===== config.mk =====
export PLATFORM = sky130hd
export DESIGN_NAME = dirty_entry_round_robin_scanner_unit
export DESIGN_NICKNAME = d
export VERILOG_FILES = /design/src/hw/rtl/derrs_pkg.sv /design/src/hw/rtl/derrs_ram.sv /design/src/hw/rtl/dirty_entry_round_robin_scanner_unit.sv
export VERILOG_INCLUDE_DIRS = /design/src /design/src/hw/rtl
export SDC_FILE = /design/constraint.sdc
export NUM_CORES = 1
export LEC_CHECK = 0
export BUFFER_PORTS_ARGS = -buffer_cell sky130_fd_sc_hd__buf_2
export CAP_MARGIN = 20
export CORE_UTILIZATION = 43
export CTS_BUF_LIST = sky130_fd_sc_hd__clkbuf_8
export CTS_CLUSTER_DIAMETER = 100
export DETAILED_ROUTE_END_ITERATION = 6
export GPL_TIMING_DRIVEN = 0
export SETUP_SLACK_MARGIN = 0.5
export SLEW_MARGIN = 20
export SYNTH_ARGS = -nofsm -noshare
export SYNTH_HDL_FRONTEND = slang
export SYNTH_HIERARCHICAL = 1
export SYNTH_SLANG_ARGS = --single-unit

===== constraint.sdc =====
create_clock -name clk_i -period 9.22 [get_ports clk_i]
set_input_delay 1.383 -clock clk_i [delete_from_list [all_inputs] [get_ports clk_i]]
set_output_delay 1.383 -clock clk_i [all_outputs]
set_load 0.05 [all_outputs]

===== src/hw/rtl/dirty_entry_round_robin_scanner_unit_assert.svh =====
// assertion macros for the dirty entry scanner
// used by the top level, no other dependencies
`ifndef DIRTY_ENTRY_ROUND_ROBIN_SCANNER_UNIT_ASSERT_SVH
`define DIRTY_ENTRY_ROUND_ROBIN_SCANNER_UNIT_ASSERT_SVH

// clocked assertion with explicit clock and active-low reset
`define DERRS_ASSERT_CLK(lbl, clk, rst_n, prop, msg) \
  lbl: assert property (@(posedge clk) disable iff (!rst_n) (prop)) else $error(msg);

// clocked assertion on clk_i / rst_ni
`define DERRS_ASSERT(lbl, prop, msg) `DERRS_ASSERT_CLK(lbl, clk_i, rst_ni, prop, msg)

`endif


===== src/hw/rtl/derrs_pkg.sv =====
// types shared by the dirty entry scanner
// no dependencies
package derrs_pkg;

  typedef enum logic [1:0] {
    KIND_OBSERVE  = 2'd0,
    KIND_NEXT     = 2'd1,
    KIND_COMPLETE = 2'd2,
    KIND_MARK_ALL = 2'd3
  } kind_e;

  typedef enum logic [1:0] {
    ST_IDLE,
    ST_SCAN,
    ST_FETCH,
    ST_CMP
  } state_e;

  typedef struct packed {
    logic       accepted;
    logic       found;
    logic [7:0] deck;
    logic [7:0] id;
    logic [7:0] value;
  } result_t;

endpackage


===== src/hw/rtl/derrs_ram.sv =====
// generic single write port, single read port ram with registered read
// no dependencies
module derrs_ram #(
  parameter int WIDTH = 8,
  parameter int DEPTH = 64,
  localparam int AW = (DEPTH > 1) ? $clog2(DEPTH) : 1
) (
  input  logic             clk_i,
  input  logic             we_i,
  input  logic [AW-1:0]    waddr_i,
  input  logic [WIDTH-1:0] wdata_i,
  input  logic             re_i,
  input  logic [AW-1:0]    raddr_i,
  output logic [WIDTH-1:0] rdata_o
);

  logic [WIDTH-1:0] mem_q [DEPTH];
  logic [WIDTH-1:0] rdata_q;

  always_ff @(posedge clk_i) begin
    if (we_i) begin
      mem_q[waddr_i] <= wdata_i;
    end
    if (re_i) begin
      rdata_q <= mem_q[raddr_i];
    end
  end

  assign rdata_o = rdata_q;

endmodule


===== src/hw/rtl/dirty_entry_round_robin_scanner_unit.sv =====
// dirty entry round robin scanner, top level
// depends on derrs_pkg, derrs_ram and the assertion macro header
//
//   channel  | handshake               | fields
//   ---------+-------------------------+---------------------------------------------
//   command  | start_i, busy_o         | kind_i deck_index_i entry_id_i led_value_i sent_ok_i
//   result   | valid_o (1-cycle strobe)| accepted_o found_o out_deck_o out_id_o out_value_o
//            |                         | retry_total_o
//
// observe, mark-all and failed or ignored complete: result in the cycle after the transfer
// complete on a known slot: the value ram read is registered, then compared in ST_CMP
// next: ST_SCAN visits one slot per cycle via the single scan step unit, up to
//   NUM_DECKS*IDS_PER_DECK slots, then ST_FETCH takes the value ram read on a hit
// reset clears known and dirty flops, cursor and retry counter at once; the value ram is
//   only read for known slots and needs no clearing
// the receiver cannot stall; busy_o is high while a command is in flight
`include "dirty_entry_round_robin_scanner_unit_assert.svh"

module dirty_entry_round_robin_scanner_unit #(
  parameter int NUM_DECKS    = 2,
  parameter int IDS_PER_DECK = 32
) (
  input  logic        clk_i,
  input  logic        rst_ni,
  input  logic        start_i,
  output logic        busy_o,
  input  logic [1:0]  kind_i,
  input  logic [7:0]  deck_index_i,
  input  logic [7:0]  entry_id_i,
  input  logic [7:0]  led_value_i,
  input  logic        sent_ok_i,
  output logic        valid_o,
  output logic        accepted_o,
  output logic        found_o,
  output logic [7:0]  out_deck_o,
  output logic [7:0]  out_id_o,
  output logic [7:0]  out_value_o,
  output logic [31:0] retry_total_o
);

  import derrs_pkg::*;

  localparam int SLOT_COUNT = NUM_DECKS * IDS_PER_DECK;
  localparam int IDX_W  = (SLOT_COUNT > 1) ? $clog2(SLOT_COUNT) : 1;
  localparam int DECK_W = (NUM_DECKS > 1) ? $clog2(NUM_DECKS) : 1;
  localparam int ID_W   = (IDS_PER_DECK > 1) ? $clog2(IDS_PER_DECK) : 1;

  typedef struct packed {
    logic [DECK_W-1:0] deck;
    logic [ID_W-1:0]   id;
    logic [IDX_W-1:0]  flat;
  } slot_t;

  state_e                 state_q, state_d;
  slot_t                  pos_q, pos_d, ptr_q, ptr_d, pos_inc;
  logic [IDX_W-1:0]       cnt_q, cnt_d;
  logic [SLOT_COUNT-1:0]  known_q, known_d, dirty_q, dirty_d;
  logic [31:0]            retry_q, retry_d;
  logic [IDX_W-1:0]       cmp_flat_q, cmp_flat_d;
  logic [7:0]             cmp_val_q, cmp_val_d;
  logic                   valid_q, valid_d;
  result_t                res_q, res_d;

  logic                   in_range;
  logic [IDX_W-1:0]       in_flat;
  logic                   ram_we, ram_re;
  logic [IDX_W-1:0]       ram_raddr;
  logic [7:0]             ram_rdata;

  assign in_range = (deck_index_i < 8'(NUM_DECKS)) && (entry_id_i < 8'(IDS_PER_DECK));
  assign in_flat  = IDX_W'(deck_index_i) * IDX_W'(IDS_PER_DECK) + IDX_W'(entry_id_i);

  // shared scan step unit: advance a slot position round robin
  always_comb begin
    pos_inc = pos_q;
    pos_inc.flat = (pos_q.flat == IDX_W'(SLOT_COUNT - 1)) ? '0 : pos_q.flat + 1'b1;
    if (pos_q.id == ID_W'(IDS_PER_DECK - 1)) begin
      pos_inc.id   = '0;
      pos_inc.deck = (pos_q.deck == DECK_W'(NUM_DECKS - 1)) ? '0 : pos_q.deck + 1'b1;
    end else begin
      pos_inc.id = pos_q.id + 1'b1;
    end
  end

  derrs_ram #(
    .WIDTH(8),
    .DEPTH(SLOT_COUNT)
  ) u_value_ram (
    .clk_i  (clk_i),
    .we_i   (ram_we),
    .waddr_i(in_flat),
    .wdata_i(led_value_i),
    .re_i   (ram_re),
    .raddr_i(ram_raddr),
    .rdata_o(ram_rdata)
  );

  always_comb begin
    state_d    = state_q;
    pos_d      = pos_q;
    ptr_d      = ptr_q;
    cnt_d      = cnt_q;
    known_d    = known_q;
    dirty_d    = dirty_q;
    retry_d    = retry_q;
    cmp_flat_d = cmp_flat_q;
    cmp_val_d  = cmp_val_q;
    valid_d    = 1'b0;
    res_d      = res_q;
    ram_we     = 1'b0;
    ram_re     = 1'b0;
    ram_raddr  = pos_q.flat;

    case (state_q)
      ST_IDLE: begin
        if (start_i) begin
          res_d = '0;
          case (kind_e'(kind_i))
            KIND_OBSERVE: begin
              valid_d = 1'b1;
              if (in_range) begin
                ram_we           = 1'b1;
                known_d[in_flat] = 1'b1;
                dirty_d[in_flat] = 1'b1;
                res_d.accepted   = 1'b1;
              end
            end
            KIND_NEXT: begin
              pos_d   = ptr_q;
              cnt_d   = '0;
              state_d = ST_SCAN;
            end
            KIND_COMPLETE: begin
              if (in_range && !sent_ok_i) begin
                retry_d = retry_q + 32'd1;
                valid_d = 1'b1;
              end else if (in_range && known_q[in_flat]) begin
                ram_re     = 1'b1;
                ram_raddr  = in_flat;
                cmp_flat_d = in_flat;
                cmp_val_d  = led_value_i;
                state_d    = ST_CMP;
              end else begin
                valid_d = 1'b1;
              end
            end
            KIND_MARK_ALL: begin
              dirty_d = dirty_q | known_q;
              valid_d = 1'b1;
            end
            default: begin
              valid_d = 1'b1;
            end
          endcase
        end
      end
      ST_SCAN: begin
        if (known_q[pos_q.flat] && dirty_q[pos_q.flat]) begin
          ram_re  = 1'b1;
          state_d = ST_FETCH;
        end else if (cnt_q == IDX_W'(SLOT_COUNT - 1)) begin
          res_d   = '0;
          valid_d = 1'b1;
          state_d = ST_IDLE;
        end else begin
          pos_d = pos_inc;
          cnt_d = cnt_q + 1'b1;
        end
      end
      ST_FETCH: begin
        res_d.accepted = 1'b0;
        res_d.found    = 1'b1;
        res_d.deck     = 8'(pos_q.deck);
        res_d.id       = 8'(pos_q.id);
        res_d.value    = ram_rdata;
        ptr_d          = pos_inc;
        valid_d        = 1'b1;
        state_d        = ST_IDLE;
      end
      ST_CMP: begin
        if (ram_rdata == cmp_val_q) begin
          dirty_d[cmp_flat_q] = 1'b0;
        end
        res_d   = '0;
        valid_d = 1'b1;
        state_d = ST_IDLE;
      end
      default: begin
        state_d = ST_IDLE;
      end
    endcase
  end

  always_ff @(posedge clk_i or negedge rst_ni) begin
    if (!rst_ni) begin
      state_q <= ST_IDLE;
      ptr_q   <= '0;
      cnt_q   <= '0;
      known_q <= '0;
      dirty_q <= '0;
      retry_q <= '0;
      valid_q <= 1'b0;
    end else begin
      state_q <= state_d;
      ptr_q   <= ptr_d;
      cnt_q   <= cnt_d;
      known_q <= known_d;
      dirty_q <= dirty_d;
      retry_q <= retry_d;
      valid_q <= valid_d;
    end
  end

  always_ff @(posedge clk_i) begin
    pos_q      <= pos_d;
    cmp_flat_q <= cmp_flat_d;
    cmp_val_q  <= cmp_val_d;
    res_q      <= res_d;
  end

  assign busy_o        = (state_q != ST_IDLE);
  assign valid_o       = valid_q;
  assign accepted_o    = res_q.accepted;
  assign found_o       = res_q.found;
  assign out_deck_o    = res_q.deck;
  assign out_id_o      = res_q.id;
  assign out_value_o   = res_q.value;
  assign retry_total_o = retry_q;

  `DERRS_ASSERT(a_fetch_reports_hit, state_q == ST_FETCH |=> valid_o && found_o,
                "fetch did not report a found slot")
  `DERRS_ASSERT(a_observe_in_range, start_i && !busy_o && kind_i == KIND_OBSERVE && in_range
                |=> valid_o && accepted_o, "in-range observe not accepted")
  `DERRS_ASSERT(a_retry_step, retry_q != $past(retry_q) |-> retry_q == $past(retry_q) + 32'd1,
                "retry counter moved by more than one")
  `DERRS_ASSERT(a_result_when_idle, valid_o |-> !busy_o, "result strobe while busy")

endmodule

Yosys cells after proc, flatten, opt, wreduce, memory -nomap -nowiden
Memory sizes are Yosys's and may differ from the RTL's. A register that Yosys moved wholly into a read port is not among the register bits.
Index checks and enable logic that the tools add are counted.
- memories: 1
- output and inout port bits: 60
- RAM bits: 512
- flip-flop bits (word level): 233
- logic and storage cells: 146
- bits in latches: 0
- input port bits: 30
- memory bits (read-only): 0
- divide/modulo/power cells: 0
- equality and inequality tests: 22
- magnitude comparators: 7
- add/subtract/negate cells: 6
- multipliers: 0
- shifts and indexed selects: 0
- multiplexer cells: 64
- bitwise logic cells: 6
- reduce and logical (&&, ||, !) cells: 21
- memories (memory ; words ; bits a word ; read ports ; clocked after memory_dff ; wr ports ; line ; text):
    u_value_ram.mem_q ; 64 ; 8 ; 1 ; 1 ; 1 ; derrs_ram.sv:17 ; logic [WIDTH-1:0] mem_q [DEPTH];
- operators with widths (kind ; number):
    case mux 64 bit (2 select lines) ; 2
    2-to-1 mux 64 bit ; 3
    bitwise OR 64 bit ; 3
    case mux 26 bit (4 select lines) ; 1
    2-to-1 mux 26 bit ; 3
    AND 64 bit ; 1
    NOT 64 bit ; 1
    2-to-1 mux 6 bit ; 10
    2-to-1 mux 12 bit ; 4
    adder 32 x 1 -> 32 bit (second input constant) ; 1
    case mux 12 bit (2 select lines) ; 1
    2-to-1 mux 1 bit ; 23
    < comparator 6 x 7 -> 1 bit (second input constant) ; 3
    AND reduction 5 bit ; 4
    binary-select mux 1 bit (select 6 bit) ; 3
    adder 6 x 1 -> 6 bit (second input constant) ; 2
    demux 1 bit (select 6 bit) ; 2
    equality test 6 bit (second input constant) ; 2
    >= comparator 6 x 1 -> 1 bit (second input constant) ; 2
    != test 3 bit (second input constant) ; 4
    case mux 6 bit (2 select lines) ; 1
    2-to-1 mux 2 bit ; 5
    != test 2 bit (second input constant) ; 5
    equality test 2 bit (second input constant) ; 4
    other kinds (23) ; 36

Longest topological paths before layout
- word-level depth: 10
- mapped depth: 20
- mapped depth without buffers: 14

Cells and area by module
The synthesis kept the hierarchy.
- modules (own cells, without submodules) (module ; area an instance (um^2) ; cells each ; seq. area each (um^2) ; instances):
    derrs_ram ; 20250.7 ; 940 ; 15615.0 ; 1
    dirty_entry_round_robin_scanner_unit ; 11544.8 ; 1139 ; 5790.6 ; 1

Worst setup path before layout
No wires, ideal clock.
- kind: input port to flip-flop
- from: in entry_id_i[1]
- to: reg u_value_ram.rdata_q[3], in the netlist u_value_ram/rdata_o[3], read port of u_value_ram.mem_q, data pin
- library setup time: 279 ps
- data required time: 8941 ps
- stages on the path: 16
- buffers on the path: 6
- arrival: 4948 ps
- slack: 3993 ps
- cell sequence: buf_2 -> buf_2 -> buf_1 -> mux2i_1 -> o22ai_1 -> a211o_1 -> o31ai_4 -> nor2_2 -> buf_6 -> o21ai_0 -> buf_6 -> buf_4 -> mux4_2 -> mux4_2 -> o21ai_1 -> o41ai_1
- cells in the longest elaborated chain, start to end: 9
- elaborated cells between the ends (all ways): 17
- classes of those cells: add/sub (1); order compare (1); mux (12); reduce/logical (3)
- RTL lines (element ; line ; text):
    start: declaration ; dirty_entry_round_robin_scanner_unit.sv:29 ; input logic [7:0] entry_id_i,
    adder 6 bit ; dirty_entry_round_robin_scanner_unit.sv:71 ; assign in_flat = IDX_W'(deck_index_i) * IDX_W'(IDS_PER_DECK) + IDX_W'(entry_id_i);
    binary-select mux 1 bit (select 6 bit) ; dirty_entry_round_robin_scanner_unit.sv:137 ; end else if (in_range && known_q[in_flat]) begin
    2-to-1 mux 1 bit (not written as such) ; dirty_entry_round_robin_scanner_unit.sv:137 ;
    logical AND 1 bit ; dirty_entry_round_robin_scanner_unit.sv:137 ;
    2-to-1 mux 6 bit ; dirty_entry_round_robin_scanner_unit.sv:137 ;
    2-to-1 mux 6 bit (*) ; dirty_entry_round_robin_scanner_unit.sv:134 ; if (in_range && !sent_ok_i) begin
    2-to-1 mux 6 bit (*) ; dirty_entry_round_robin_scanner_unit.sv:118 ; case (kind_e'(kind_i))
    2-to-1 mux 6 bit (*) ; dirty_entry_round_robin_scanner_unit.sv:116 ; if (start_i) begin
    2-to-1 mux 6 bit (*) ; dirty_entry_round_robin_scanner_unit.sv:114 ; case (state_q)
    net ram_raddr[0] ; dirty_entry_round_robin_scanner_unit.sv:67 ; logic [IDX_W-1:0] ram_raddr;
    end: declaration ; derrs_ram.sv:18 ; logic [WIDTH-1:0] rdata_q;
The timed path passes the listed nets; every way through them passes the cells marked *. The select of a mux whose other input is x is not followed.
A chain may end at the register's enable or synchronous reset.

Worst setup path in the final report
- from: in entry_id_i[1]
- to: reg u_value_ram.rdata_q[1], in the netlist u_value_ram/rdata_o[1], read port of u_value_ram.mem_q, data pin
The elaborated chain is that of the path after synthesis.

==> impl_results.md <==
- Status: finished with violations
- Violated checks: DRC
- DIE HEIGHT: 274 µm
- Synth top area share: 53.1%
- Worst vdd ir: 0.000119 V
- Die extent in x: 274 µm
- CP most frequent cell: buf_2
- Drt total wl: 92300 µm
- Slowest cell on the critical path: buf_1
- Skew-Pair Late Insertion Delay: 790 ps
- Clk sinks: 743
- DRC violations left: 32
- Synth area leader: edfxtp_1
- WP data required: 9700 ps
- Grt met1 use: 33.8%
- Clk pin slew, worst setup/hold paths: 60 ps
- Layout Nets: 2354
- Fin Setup TNS: 0 ps
- Post-synthesis sequential element count: 743
- Top Ports: 90
- Worst-path maximum fanout: 23
- GR peak layer: met2
- Post-CTS setup buffer count: 0
- TritonCTS clock tree: yes
- Reg2reg path depth: 15
- Fin crit share: 79.4%
- WS Path Type: input pin to flip-flop
- Core Region: 0.0731 mm²
- Critical path data arrival time: 7800 ps
- Routing usage on met3: 5.25%
- Reg-to-reg startpoint: known_q[63]$_DFFE_PN0P_
- R2R Setup Slk: 3380 ps
- Final worst slack: 1900 ps
- Tightest Hold Check Type: input pin to asynchronous set/reset pin
- Worst path cell trace: buf_2 -> buf_2 -> buf_2 -> buf_1 -> mux2i_1 -> o22ai_1 -> a211o_1 -> o31ai_4 -> nor2_2 -> buf_6 -> o21ai_1 -> buf_4 -> clkbuf_1 -> buf_1 -> clkbuf_1 -> o2111ai_1 -> nand2_1 -> o2bb2ai_1
- Final setup violating endpoints: 0
- First-pass GRT wire length: 135000 µm
- Clock Path Buffers: 3
- Fin Hold WS: 465 ps
- Routed len/inst: 27.4 µm
- Initial Util: 43.5%
- Root buf cell: clkbuf_8
- Port Buffers: 78
- Row cnt: 99
- Max-Cap Viols: 0
- Largest stage delay on the critical path: 730 ps
- Synth area leaders: edfxtp_1 53%, dfrtp_1 14%, mux4_2 9.4%
- Via count: 20300
- Seq/Total Area, Yosys: 67.3%
- Critical path endpoint category: flip-flop
- Post-DP HPWL: 61500 µm
- Largest net degree at the start of global routing: 80
- Skew final: 43.3 ps
- Pwr dens: 234 mW/mm²
- Worst-Margin Slew: 1240 ps
- Filler Cell Count: 6315
- Synth Flop Type: edfxtp_1
- Resized cells post-CTS: 0
- GPL Wtd Cong: 0.968
- Fin. max-slew vios: 0
- Critical R2R Capture: u_value_ram/rdata_o[1]$_DFFE_PP_
- Synthesized cell area: 0.0318 mm²
- DRT Pass-1 Iters: 7
- RSZ-0062 raised after global routing: false
- Die area: 0.0750 mm²
- Routed Antenna Nets: 0
- CTS Buf Count: 130
- Post-synth EDFFs: 562
- Asr flop ratio synth: 24.4%
- Mean Syn Cell Area: 15.3 µm²
- Static leakage: 13.3 nW
- Unique masters post-synth: 79
- Final min period: 7320 ps
- Pre-CTS setup slack: 1340 ps
- CP Launch Type: input pin
- Antenna violations before repair: 1
- DR iter-0 viols: 2188
- Hold bufs inserted after CTS: 0
- Max Freq: 0.137 GHz
- Synthesis Warnings: 6
- Number of global-route vias before repair: 20400
- Syn Inst Count: 2079
- Grt ovf: 0
- Slew Limit Headroom: 16.7%
- GR Util All Layers: 25.0%
- Met2 usage: 39.3%
- Share of cells above drive strength 1: 21.5%
- Worst setup path start: entry_id_i[1]
- H-tree Lvls: 4
- Layout area overhead: 13.3%
- Final hold vios: 0
- Vias per cell: 6.04
[worst max-delay path: cells and delay by family]
kind	cells	cell delay (ps)
multiplexers	1	340
AND/OR/NAND/NOR	2	280
AO/OA/AOI/OAI	6	1960
buffers and inverters	9	3790
[worst max-delay path by stage]
stage                                                  end
after global placement    u_value_ram/rdata_o[1]$_DFFE_PP_
after floorplan           u_value_ram/rdata_o[3]$_DFFE_PP_
after CTS                 u_value_ram/rdata_o[1]$_DFFE_PP_
after detailed placement  u_value_ram/rdata_o[1]$_DFFE_PP_
after global routing      u_value_ram/rdata_o[1]$_DFFE_PP_
final                     u_value_ram/rdata_o[1]$_DFFE_PP_
[area by class of cell]
class / instances / area [µm²] / area share, %
diodes: 1 / 2.50 / 0.00694
plain buffers: 123 / 656 / 1.82
clock buffers: 139 / 1910 / 5.31
clock inverters: 84 / 460 / 1.28
inverters: 51 / 191 / 0.531
multi-input cells: 1171 / 9640 / 26.8
flip-flops and latches: 743 / 21400 / 59.4
well taps: 959 / 1200 / 3.33
repair buffers: 91 / 566 / 1.57
[report_power, final]
part           internal, W  switching [W]  total (W)
Sequential         0.00380      0.0000869    0.00389
Combinational     0.000576        0.00115    0.00172
Clock              0.00147        0.00133    0.00280
Total              0.00585        0.00257    0.00841
[flip-flops by register name (all words and copies together), names as in the netlist, 2 cells and up]
register / flops
out_id_o: 5
out_value_o: 8
cmp_val_q: 8
ptr_q: 12
dirty_q: 64
u_value_ram/mem_q: 512
u_value_ram/rdata_o: 8
retry_total_o: 32
cmp_flat_q: 6
pos_q: 12
cnt_q: 6
state_q: 2
known_q: 64
[placed cells by master, fill, tap and decap left out, types with 43 or more instances in the layout]
| master | n |
|---|---|
| a21oi_1 | 93 |
| a22oi_1 | 43 |
| buf_2 | 96 |
| clkbuf_1 | 59 |
| clkbuf_8 | 139 |
| dfrtp_1 | 181 |
| edfxtp_1 | 562 |
| inv_1 | 94 |
| mux4_2 | 133 |
| nand2_1 | 139 |
| nand3_1 | 61 |
| nor2_1 | 134 |
[cell families (layout without fill, tap and decap cells)]
kind of cell | Yosys count | in the layout | synth area share (%)
flops | 743 | 743 | 67.3
simple gates | 502 | 502 | 7.61
compound gates | 397 | 397 | 8.80
mux | 203 | 203 | 11.8
buf+inv | 174 | 488 | 2.66
xor+xnor | 46 | 46 | 1.29
fa+ha+maj | 13 | 13 | 0.512
other cells | 1 | 11 | 0.0118
[synthesized netlist by cell type (25+ instances only)]
| cell | count |
|---|---|
| nand3_1 | 61 |
| xnor2_1 | 27 |
| clkbuf_1 | 59 |
| dfrtp_1 | 181 |
| a22o_1 | 27 |
| o21ai_0 | 36 |
| nor3_1 | 26 |
| o21bai_1 | 25 |
| a21o_1 | 41 |
| nand2_1 | 139 |
| inv_1 | 50 |
| mux2_2 | 36 |
| mux2i_1 | 30 |
| o221ai_1 | 40 |
| edfxtp_1 | 562 |
| a21oi_1 | 94 |
| mux4_2 | 133 |
| a22oi_1 | 43 |
| nor2_1 | 137 |
[metal layers]
metal	up-vias	wire, µm	share of wire, %
met2	963	43500	47
met1	10600	38000	41
met3	214	7290	7.9
met5	-	0	0
li1	8578	-	-
met4	0	3400	3.7
[metrics by stage]
stage                     utilization, %  power [W]  instances  cell area, µm²
final                               49.3    0.00841       3362           36000
after global routing                49.3    0.00875       3362           36000
after CTS                           49.3    0.00847       3361           36000
after detailed placement            46.0    0.00566       3138           33600
after global placement              45.7    0.00561       3125           33400
after floorplan                        -    0.00502       2088           31800
Note: power is estimated with default switching activity, not from simulation.
